## config.mk

```make
export PLATFORM = sky130hd
export DESIGN_NAME = pid_leaky_clamped_integrator_core
export DESIGN_NICKNAME = d
export VERILOG_FILES = /design/src/design/plci_pkg.sv /design/src/design/plci_mac.sv /design/src/design/plci_bank.sv /design/src/design/pid_leaky_clamped_integrator_core.sv
export SDC_FILE = /design/constraint.sdc
export NUM_CORES = 2
export LEC_CHECK = 0
export BUFFER_PORTS_ARGS = -buffer_cell sky130_fd_sc_hd__buf_4
export CAP_MARGIN = 20
export CORE_MARGIN = 2
export CORE_UTILIZATION = 45
export DETAILED_ROUTE_END_ITERATION = 12
export SKIP_LAST_GASP = 1
export SYNTH_ARGS = -nofsm -noshare
export SYNTH_HDL_FRONTEND = slang
export SYNTH_HIERARCHICAL = 1
export SYNTH_SLANG_ARGS = --single-unit
```

## constraint.sdc

```tcl
create_clock -name clk -period 9.9 [get_ports clk]
set_clock_uncertainty 0.1 [all_clocks]
set_input_delay 1.98 -clock clk [delete_from_list [all_inputs] [get_ports clk]]
set_output_delay 1.98 -clock clk [all_outputs]
set_load 0.01 [all_outputs]
```

## src/design/plci_pkg.sv

```systemverilog
// ----------------------------------------------------------------------------
// plci_pkg: shared types and constants for the leaky clamped integrator core
// Operand and result formats of the shared multiply/round unit, shift codes,
// and the sign helper used by the accumulators.
// ----------------------------------------------------------------------------
package plci_pkg;

	// Fixed fraction widths of the step time and the leak factor
	localparam int STEP_FRAC = 24;
	localparam int LEAK_FRAC = 16;

	// Multiplier widths: A carries error or integrator magnitudes, B gains, step time or leak
	localparam int A_W   = 33;
	localparam int B_W   = 32;
	localparam int P_W   = A_W + B_W;
	localparam int M_W   = P_W + 1;
	localparam int ACC_W = M_W + 3;

	// Rounding shift selectors
	localparam logic [1:0] SH_STEP = 2'd0;
	localparam logic [1:0] SH_LEAK = 2'd1;
	localparam logic [1:0] SH_GAIN = 2'd2;

	typedef struct packed {
		logic           vld;
		logic [A_W-1:0] a;
		logic [B_W-1:0] b;
		logic           neg;
		logic [1:0]     sh;
	} mul_req_t;

	typedef struct packed {
		logic [M_W-1:0] mag;
		logic           neg;
	} mul_res_t;

	// Turn a rounded magnitude and its sign into a wide two's complement value
	function automatic logic signed [ACC_W-1:0] signed_term(input logic [M_W-1:0] mag,
			input logic neg);
		logic [ACC_W-1:0] ext;
		ext = {{(ACC_W-M_W){1'b0}}, mag};
		return (ext ^ {ACC_W{neg}}) + ACC_W'(neg);
	endfunction

endpackage

```

## src/design/plci_mac.sv

```systemverilog
// ----------------------------------------------------------------------------
// plci_mac: shared multiply and round unit
// Stage 1 forms the unsigned product of two magnitudes; stage 2 rounds it
// half away from zero and shifts out the fraction bits. The sign rides along.
// ----------------------------------------------------------------------------
module plci_mac #(
	parameter int FRAC_BITS = 16
) (
	input  logic               clk,
	input  logic               arst_n,
	input  plci_pkg::mul_req_t req,
	output plci_pkg::mul_res_t res
);
	import plci_pkg::*;

	logic           vld_s1;
	logic [P_W-1:0] p_s1;
	logic           neg_s1;
	logic [1:0]     sh_s1;
	logic [M_W-1:0] pe;
	logic [M_W-1:0] rnd;
	logic [M_W-1:0] mag_s2;
	logic           neg_s2;

	// Track which cycles carry a product
	always_ff @(posedge clk or negedge arst_n) begin
		if (!arst_n) begin
			vld_s1 <= 1'b0;
		end else begin
			vld_s1 <= req.vld;
		end
	end

	// Form the product of the magnitudes
	always_ff @(posedge clk) begin
		if (req.vld) begin
			p_s1   <= P_W'(req.a) * P_W'(req.b);
			neg_s1 <= req.neg;
			sh_s1  <= req.sh;
		end
	end

	// Add half an LSB of the result and drop the fraction bits
	assign pe = {1'b0, p_s1};

	always_comb begin
		unique case (sh_s1)
			SH_STEP: rnd = (pe + (M_W'(1) << (STEP_FRAC - 1))) >> STEP_FRAC;
			SH_LEAK: rnd = (pe + (M_W'(1) << (LEAK_FRAC - 1))) >> LEAK_FRAC;
			SH_GAIN: rnd = (pe + (M_W'(1) << (FRAC_BITS - 1))) >> FRAC_BITS;
			default: rnd = '0;
		endcase
	end

	// Hold the rounded result until the next product arrives
	always_ff @(posedge clk) begin
		if (vld_s1) begin
			mag_s2 <= rnd;
			neg_s2 <= neg_s1;
		end
	end

	assign res = '{mag: mag_s2, neg: neg_s2};

endmodule

```

## src/design/plci_bank.sv

```systemverilog
// ----------------------------------------------------------------------------
// plci_bank: integrator storage, one 32-bit entry per actuator
// Synchronous memory with a registered read. A valid bit per entry,
// cleared at reset, makes an entry never written read back as zero.
// ----------------------------------------------------------------------------
module plci_bank #(
	parameter int DEPTH = 10,
	parameter int AW    = 4
) (
	input  logic                 clk,
	input  logic                 arst_n,
	input  logic                 rd_en,
	input  logic [AW-1:0]        rd_addr,
	input  logic                 wr_en,
	input  logic [AW-1:0]        wr_addr,
	input  logic signed [31:0]   wr_data,
	output logic signed [31:0]   rd_data
);

	logic signed [31:0] mem [DEPTH];
	logic [DEPTH-1:0]   vld_q;
	logic signed [31:0] rd_data_q;
	logic               rd_vld_q;

	// Write and read the storage array
	always_ff @(posedge clk) begin
		if (wr_en) begin
			mem[wr_addr] <= wr_data;
		end
		if (rd_en) begin
			rd_data_q <= mem[rd_addr];
		end
	end

	// Mark written entries and sample the mark with the read
	always_ff @(posedge clk or negedge arst_n) begin
		if (!arst_n) begin
			vld_q    <= '0;
			rd_vld_q <= 1'b0;
		end else begin
			if (wr_en) begin
				vld_q[wr_addr] <= 1'b1;
			end
			if (rd_en) begin
				rd_vld_q <= vld_q[rd_addr];
			end
		end
	end

	assign rd_data = rd_vld_q ? rd_data_q : '0;

endmodule

```

## src/design/pid_leaky_clamped_integrator_core.sv

```systemverilog
// ----------------------------------------------------------------------------
// pid_leaky_clamped_integrator_core: per-actuator PID with leaky clamped integrator
// Each input transaction is one actuator update; each output transaction is
// the saturated torque and the new integrator of that actuator.
// ----------------------------------------------------------------------------
// Usage:
//   s_t*   : input transactions, one update each (fields listed at s_tdata).
//   m_t*   : output transactions, one per input (fields listed at m_tdata).
//   cfg_*  : write of the step time register, always ready; write it only
//            while no update is in flight.
// Sequence: an accepted update steps through STEP, KD, KP, LEAK, ACC, CLAMP,
// KI, WAIT and OUT before it reaches the output register, and the next update
// is accepted only after that, so no new update is taken while one is in flight.
// The sequence is set by one shared multiply/round unit (two stages) that the
// five products of an update pass through, two of them depending on the
// integrator read-modify-write.
// Reset: all integrators read as zero, step time returns to 8389 (0.0005 s),
// the output register empties. No clearing sweep is needed.
// Stall: a finished result waits in the output register; the next update is
// accepted and worked on, and its result holds in the core until the output
// register frees up.
// ----------------------------------------------------------------------------
module pid_leaky_clamped_integrator_core #(
	parameter int NUM_ACTUATORS = 10,
	parameter int FRAC_BITS     = 16,
	localparam int IDX_W = (NUM_ACTUATORS > 1) ? $clog2(NUM_ACTUATORS) : 1,
	localparam int S_W   = ((IDX_W + 304 + 7) / 8) * 8,
	localparam int O_W   = ((IDX_W + 64 + 7) / 8) * 8
) (
	input  logic           clk,
	input  logic           arst_n,
	// Input transactions
	input  logic           s_tvalid,
	output logic           s_tready,
	// actuator_index, feed_forward, position_target, velocity_target,
	// position_measured, velocity_measured, prop_gain, deriv_gain,
	// integ_gain, leak multiplier, integ_limit, zero fill
	input  logic [S_W-1:0] s_tdata,
	// Output transactions
	output logic           m_tvalid,
	input  logic           m_tready,
	// actuator_out, torque, integrator_value, zero fill
	output logic [O_W-1:0] m_tdata,
	// Step time register write
	input  logic           cfg_valid,
	output logic           cfg_ready,
	input  logic [23:0]    cfg_data
);
	import plci_pkg::*;

	// Field offsets in s_tdata
	localparam int FF_LO   = IDX_W;
	localparam int QD_LO   = FF_LO + 32;
	localparam int VD_LO   = QD_LO + 32;
	localparam int QM_LO   = VD_LO + 32;
	localparam int VM_LO   = QM_LO + 32;
	localparam int KP_LO   = VM_LO + 32;
	localparam int KD_LO   = KP_LO + 32;
	localparam int KI_LO   = KD_LO + 32;
	localparam int LEAK_LO = KI_LO + 32;
	localparam int LIM_LO  = LEAK_LO + 17;

	localparam logic [23:0] STEP_RESET = 24'd8389;

	// Sequencer states
	localparam logic [3:0] ST_IDLE  = 4'd0;
	localparam logic [3:0] ST_STEP  = 4'd1;
	localparam logic [3:0] ST_KD    = 4'd2;
	localparam logic [3:0] ST_KP    = 4'd3;
	localparam logic [3:0] ST_LEAK  = 4'd4;
	localparam logic [3:0] ST_ACC   = 4'd5;
	localparam logic [3:0] ST_CLAMP = 4'd6;
	localparam logic [3:0] ST_KI    = 4'd7;
	localparam logic [3:0] ST_WAIT  = 4'd8;
	localparam logic [3:0] ST_OUT   = 4'd9;

	logic [3:0]  state_q;
	logic        s_acc;
	logic        out_free;
	logic [23:0] step_q;

	// Input fields
	logic [IDX_W-1:0]   in_idx;
	logic               in_idx_ok;
	logic signed [31:0] in_ff, in_qd, in_vd, in_qm, in_vm, in_kp, in_kd, in_ki;
	logic signed [32:0] pd_fw, pd_bw, vd_fw, vd_bw;
	logic [31:0]        kp_neg_v, kd_neg_v, ki_neg_v;

	// Latched update
	logic [IDX_W-1:0]   idx_q;
	logic               idx_ok_q;
	logic signed [31:0] ff_q;
	logic [32:0]        perr_mag_q, verr_mag_q;
	logic               perr_neg_q, verr_neg_q;
	logic [31:0]        kp_mag_q, kd_mag_q, ki_mag_q;
	logic               kp_neg_q, kd_neg_q, ki_neg_q;
	logic [16:0]        leak_q;
	logic [30:0]        lim_q;

	// Working values
	logic signed [31:0]      bank_rd;
	logic signed [31:0]      base;
	logic signed [33:0]      sum_q;
	logic [33:0]             sum_neg_v;
	logic [32:0]             sum_mag;
	logic signed [ACC_W-1:0] acc_q;
	logic signed [ACC_W-1:0] term;
	logic signed [ACC_W-1:0] sum_wide;
	logic signed [ACC_W-1:0] total;
	logic [30:0]             imag_q;
	logic                    ineg_q;
	logic [31:0]             integ_new;
	logic signed [31:0]      integ_q;
	logic                    sat_hi, sat_lo;
	logic [31:0]             torque_v;
	logic                    wr_en;

	mul_req_t mreq;
	mul_res_t mres;

	// Output register
	logic               m_vld_q;
	logic [IDX_W-1:0]   out_idx_q;
	logic signed [31:0] torque_q;
	logic signed [31:0] out_integ_q;

	assign s_tready  = (state_q == ST_IDLE);
	assign s_acc     = s_tvalid & s_tready;
	assign out_free  = !m_vld_q || m_tready;
	assign cfg_ready = 1'b1;

	// Step time register
	always_ff @(posedge clk or negedge arst_n) begin
		if (!arst_n) begin
			step_q <= STEP_RESET;
		end else if (cfg_valid && cfg_ready) begin
			step_q <= cfg_data;
		end
	end

	// Unpack the input transaction
	assign in_idx    = s_tdata[IDX_W-1:0];
	assign in_idx_ok = {1'b0, in_idx} < (IDX_W + 1)'(NUM_ACTUATORS);
	assign in_ff     = s_tdata[FF_LO +: 32];
	assign in_qd     = s_tdata[QD_LO +: 32];
	assign in_vd     = s_tdata[VD_LO +: 32];
	assign in_qm     = s_tdata[QM_LO +: 32];
	assign in_vm     = s_tdata[VM_LO +: 32];
	assign in_kp     = s_tdata[KP_LO +: 32];
	assign in_kd     = s_tdata[KD_LO +: 32];
	assign in_ki     = s_tdata[KI_LO +: 32];

	// Errors as magnitude and sign: both differences in parallel, pick one
	assign pd_fw    = {in_qd[31], in_qd} - {in_qm[31], in_qm};
	assign pd_bw    = {in_qm[31], in_qm} - {in_qd[31], in_qd};
	assign vd_fw    = {in_vd[31], in_vd} - {in_vm[31], in_vm};
	assign vd_bw    = {in_vm[31], in_vm} - {in_vd[31], in_vd};
	assign kp_neg_v = -in_kp;
	assign kd_neg_v = -in_kd;
	assign ki_neg_v = -in_ki;

	// Latch the accepted update
	always_ff @(posedge clk) begin
		if (s_acc) begin
			idx_q      <= in_idx;
			idx_ok_q   <= in_idx_ok;
			ff_q       <= in_ff;
			perr_neg_q <= pd_fw[32];
			perr_mag_q <= pd_fw[32] ? pd_bw : pd_fw;
			verr_neg_q <= vd_fw[32];
			verr_mag_q <= vd_fw[32] ? vd_bw : vd_fw;
			kp_neg_q   <= in_kp[31];
			kp_mag_q   <= in_kp[31] ? kp_neg_v : in_kp;
			kd_neg_q   <= in_kd[31];
			kd_mag_q   <= in_kd[31] ? kd_neg_v : in_kd;
			ki_neg_q   <= in_ki[31];
			ki_mag_q   <= in_ki[31] ? ki_neg_v : in_ki;
			leak_q     <= s_tdata[LEAK_LO +: 17];
			lim_q      <= s_tdata[LIM_LO +: 31];
		end
	end

	// Advance the sequencer; hold in the last state until the output frees
	always_ff @(posedge clk or negedge arst_n) begin
		if (!arst_n) begin
			state_q <= ST_IDLE;
		end else begin
			unique case (state_q)
				ST_IDLE:  if (s_acc) state_q <= ST_STEP;
				ST_STEP:  state_q <= ST_KD;
				ST_KD:    state_q <= ST_KP;
				ST_KP:    state_q <= ST_LEAK;
				ST_LEAK:  state_q <= ST_ACC;
				ST_ACC:   state_q <= ST_CLAMP;
				ST_CLAMP: state_q <= ST_KI;
				ST_KI:    state_q <= ST_WAIT;
				ST_WAIT:  state_q <= ST_OUT;
				ST_OUT:   if (out_free) state_q <= ST_IDLE;
				default:  state_q <= ST_IDLE;
			endcase
		end
	end

	// Integrator magnitude for the leak product
	assign sum_neg_v = -sum_q;
	assign sum_mag   = sum_q[33] ? sum_neg_v[32:0] : sum_q[32:0];

	// Issue products to the shared unit
	always_comb begin
		mreq = '{vld: 1'b0, a: '0, b: '0, neg: 1'b0, sh: SH_GAIN};
		unique case (state_q)
			ST_STEP: mreq = '{vld: 1'b1, a: perr_mag_q, b: {8'd0, step_q},
					neg: perr_neg_q, sh: SH_STEP};
			ST_KD:   mreq = '{vld: 1'b1, a: verr_mag_q, b: kd_mag_q,
					neg: verr_neg_q ^ kd_neg_q, sh: SH_GAIN};
			ST_KP:   mreq = '{vld: 1'b1, a: perr_mag_q, b: kp_mag_q,
					neg: perr_neg_q ^ kp_neg_q, sh: SH_GAIN};
			ST_LEAK: mreq = '{vld: 1'b1, a: sum_mag, b: {15'd0, leak_q},
					neg: sum_q[33], sh: SH_LEAK};
			ST_KI:   mreq = '{vld: 1'b1, a: {2'd0, imag_q}, b: ki_mag_q,
					neg: ki_neg_q ^ ineg_q, sh: SH_GAIN};
			default: mreq = '{vld: 1'b0, a: '0, b: '0, neg: 1'b0, sh: SH_GAIN};
		endcase
	end

	plci_mac #(
		.FRAC_BITS(FRAC_BITS)
	) u_mac (
		.clk   (clk),
		.arst_n(arst_n),
		.req   (mreq),
		.res   (mres)
	);

	// Integrator read-modify-write storage
	assign integ_new = ineg_q ? -{1'b0, imag_q} : {1'b0, imag_q};
	assign wr_en     = (state_q == ST_KI) && idx_ok_q;

	plci_bank #(
		.DEPTH(NUM_ACTUATORS),
		.AW   (IDX_W)
	) u_bank (
		.clk    (clk),
		.arst_n (arst_n),
		.rd_en  (s_acc && in_idx_ok),
		.rd_addr(in_idx),
		.wr_en  (wr_en),
		.wr_addr(idx_q),
		.wr_data(integ_new),
		.rd_data(bank_rd)
	);

	// Signed form of the rounded product and the running sums
	assign term     = signed_term(mres.mag, mres.neg);
	assign base     = idx_ok_q ? bank_rd : '0;
	assign sum_wide = {{(ACC_W-32){base[31]}}, base} + term;
	assign total    = acc_q + term;

	// Combine terms and clamp the integrator as results come out of the unit
	always_ff @(posedge clk) begin
		unique case (state_q)
			ST_KP:    sum_q <= sum_wide[33:0];
			ST_LEAK:  acc_q <= {{(ACC_W-32){ff_q[31]}}, ff_q} + term;
			ST_ACC:   acc_q <= acc_q + term;
			ST_CLAMP: begin
				ineg_q <= mres.neg;
				if (mres.mag > {{(M_W-31){1'b0}}, lim_q}) begin
					imag_q <= lim_q;
				end else begin
					imag_q <= mres.mag[30:0];
				end
			end
			ST_KI:    integ_q <= integ_new;
			default:  ;
		endcase
	end

	// Saturate the torque to 32 bits
	assign sat_hi   = !total[ACC_W-1] && (|total[ACC_W-2:31]);
	assign sat_lo   = total[ACC_W-1] && !(&total[ACC_W-2:31]);
	assign torque_v = sat_hi ? 32'h7FFF_FFFF : (sat_lo ? 32'h8000_0000 : total[31:0]);

	// Output register: load a finished update, drop it once taken
	always_ff @(posedge clk or negedge arst_n) begin
		if (!arst_n) begin
			m_vld_q <= 1'b0;
		end else if ((state_q == ST_OUT) && out_free) begin
			m_vld_q <= 1'b1;
		end else if (m_tready) begin
			m_vld_q <= 1'b0;
		end
	end

	always_ff @(posedge clk) begin
		if ((state_q == ST_OUT) && out_free) begin
			out_idx_q   <= idx_q;
			torque_q    <= torque_v;
			out_integ_q <= integ_q;
		end
	end

	assign m_tvalid = m_vld_q;
	assign m_tdata  = {{(O_W - IDX_W - 64){1'b0}}, out_integ_q, torque_q, out_idx_q};

endmodule
```

==> results.py <==
metrics = {
    "job": {
        "maxCapViolations": 0,
    },
    "logic_synthesis": {
        "synthDistinctLibCells": 124,
        "seq_area_frac_synth": 0.306,
        "syn_area_per_cell_um2": 9.99,
        "synthCells": 9595,
        "synth_seq_cells": 984,
        "synth_top_area_share": 0.295,
        "syn-cell-area_mm2": 0.0958,
        "ys_top_cells_by_count": "inv_1 (1,198), nand2_1 (1,047), edfxtp_1 (943)",
        "synth_top_area_cell": "edfxtp_1",
        "synth_edf_count": 943,
        "synth_warnings": 6,
        "synthTopCellsByArea": "edfxtp_1 (30%), fa_1 (19%), ha_1 (8.0%)",
        "yosysMostFrequentCell": "inv_1",
        "synth_flop_cell": "edfxtp_1",
        "synth_async_sr_flop_share": 0.0417,
    },
    "die": {
        "std_cell_rows": 169,
        "initial_utilization": 0.452,
        "dieHeight_um": 466,
        "core_mm2": 0.212,
        "die-area_mm2": 0.217,
        "io_pins": 416,
        "fp.dieW_um": 466,
    },
    "place": {
        "port_buffers": 406,
        "place_congestion": 0.952,
        "place_area_mm2": 0.104,
        "hpwl_mm": 234,
    },
    "critical_path": {
        "cp.required_ps": 10240,
        "r2r_start": "sum_q[0]",
        "cp_data_arrival_time_ps": 10700,
        "r2r-end": "u_mac/p_s1[53]",
        "start_kind": "flop",
        "worstSetupPathType": "reg2reg",
        "slowest_stage": "fa_1",
        "path_max_fanout": 5,
        "slowest_delay_ps": 550,
        "reg2reg_depth": 39,
        "cp_common_cell": "fa_1",
        "crit_family": "adder cells",
        "r2r_slack_ps": -460,
        "critPathBufInv": 8,
        "end_kind": "flop",
    },
    "min_path": {
        "hold_path_class": "reg2reg",
        "min_from": "integ_q[7]",
        "holdPathStages": 0,
        "min_to": "out_integ_q[7]",
    },
    "grt": {
        "grt_max_degree": 169,
        "grt.overflow.total": 0,
        "grt_pass1_wl_mm": 451,
        "grt_pass1_vias": 74400,
        "grt_usage": 0.270,
        "grt_antenna_before_repair": 22,
    },
    "sta": {
        "period_needed_ps": 10360,
        "finalCritPeriodShare": 1.05,
        "rsz0062_at_grt": "true",
        "worst_pin_slew_ps": 1140,
        "timing.final.max_slew_violations": 0,
        "relSlewSlack": 0.238,
        "setup_ws_ps": -465,
        "setup_viol": 27,
        "hold_viol": 0,
        "max_freq_mhz": 96.5,
    },
    "clock_tree": {
        "hold_buffers": 0,
        "cts-root-buf": "clkbuf_16",
        "numCtsBuffers": 107,
        "cts_sinks": 984,
        "cts.path.max_buffers": 3,
        "cts_tree": "done",
        "clk_pin_slew_worst_paths_ps": 70,
        "clk_latency_ps": 770,
        "htree_num_levels": 3,
    },
    "drt": {
        "dr.pass1.iters": 10,
        "ant_nets": 0,
        "drc": 0,
        "drtIter0Drc": 6243,
        "routed_wl_mm": 294,
        "wl_per_cell_um": 22.6,
        "drt-vias-per-instance": 5.65,
        "num_vias": 73400,
    },
    "finish": {
        "post-route-util": 0.514,
        "drive_above_1_share": 0.143,
        "nets": 12000,
        "area_delta_synth_final_pct": 13.7,
        "nFillCells": 19200,
        "stdcell_area_mm2": 0.109,
        "multi_input_area_mm2": 0.0611,
        "ff_latch_area_mm2": 0.0294,
    },
    "run_status": {
        "status": "finished with violations",
        "violations": "negative setup slack",
    },
}
==> routing by layer <==
metal	vias up	GRT usage	share of wire
li1	33500	-	-
met1	37100	0.376	0.44
met2	2483	0.441	0.47
met3	381	0.0400	0.065
met4	16	0.0686	0.027
met5	-	0	0.00034
==> cell families (layout without fill, tap and decap cells) <==
family | count (synthesis) | count (layout) | synth area share
xor+xnor | 584 | 584 | 0.0534
other cells | 3 | 29 | 0.000117
mux | 169 | 169 | 0.0272
flops | 984 | 984 | 0.306
compound gates | 1749 | 1749 | 0.119
buf+inv | 1697 | 2240 | 0.0694
fa+ha+maj | 1546 | 1546 | 0.275
simple gates | 2863 | 2863 | 0.150
==> layout make-up <==
type | count | area share
Clock inverter | 74 | 0.00836
Clock buffer | 128 | 0.0256
Timing Repair Buffer | 839 | 0.0623
Sequential cell | 984 | 0.269
Multi-Input combinational cell | 6932 | 0.560
Tap cell | 2821 | 0.0324
Inverter | 1199 | 0.0413
Antenna cell | 8 | 0.000184
==> worst register-to-register path: cells and delay by family (launching register included) <==
kind,cells,cell delay [ps]
xor gates and xnor gates,2,280
AOI/OAI and AO/OA,8,1500
adders and majority gates,9,4290
and+or+nand+nor,12,2950
DFF,1,380
buffers and inverters,8,630
==> metrics by stage <==
stage	worst slack [ps]	hold slack, ps	instances	TNS [ps]
finish	-465	286	13000	-6340
global route	-793	293	13000	-15560
CTS	-460	289	12900	-6620
detailed placement	-724	305	12700	-12200
global placement	-702	301	12700	-12240
floorplan	-33.4	300	9613	-45.8
==> registers in the layout (all words and copies together) (netlist names), 10 cells and up <==
name and cells:
u_mac/p_s1 50, u_mac/mag_s2 50, kp_mag_q 32, u_bank/rd_data_q 32
step_q 24, sum_q 34, out_integ_q 32, u_bank/vld_q 10
acc_q 69, lim_q 31, leak_q 17, u_bank/mem 320
kd_mag_q 32, ki_mag_q 32, verr_mag_q 33, torque_q 32
perr_mag_q 33, imag_q 31, integ_q 32, ff_q 32
==> cell usage in the layout (no fill, tap or decap), types with 38 or more instances in the layout <==
cell type,count
or3_1,75
nor2_1,423
mux2i_1,42
ha_1,594
clkbuf_16,107
a21o_1,188
o31ai_1,57
nor2b_1,53
nand3_1,109
o21ai_0,297
nand2_1,1036
buf_4,790
o211ai_1,62
inv_1,1189
nand4_1,115
edfxtp_1,943
a31oi_1,38
fa_1,915
nand2b_1,90
o21bai_1,66
a21oi_1,484
mux2_2,62
xor2_1,198
o21a_1,40
and2_1,566
xnor2_1,372
nor4_1,45
nor3_1,80
mux4_2,59
o21ai_1,38
a22oi_1,103
and3_1,42
==> how the worst max path moves through the flow <==
stage	endpoint	slack, ps	start	cells past startpoint
6_report	u_mac/p_s1[53]	-460	sum_q[0]	39
5_1_grt	u_mac/p_s1[53]	-790	sum_q[0]	39
4_1_cts	u_mac/p_s1[52]	-460	sum_q[0]	35
3_5_place_dp	u_mac/p_s1[63]	-720	sum_q[0]	35
3_3_place_gp	u_mac/p_s1[64]	-700	sum_q[0]	38
2_1_floorplan	u_mac/p_s1[64]	-30	sum_q[0]	38
==> timing repair <==
item	CTS	global route
setup endpoints to repair	32	37
pin swaps	66	39
cloned	1	0
gates resized for setup	111	80
setup buffers	21	18
Power is not shown: default switching activity piles up to over one toggle a cycle in this logic, so the estimate is an artifact.
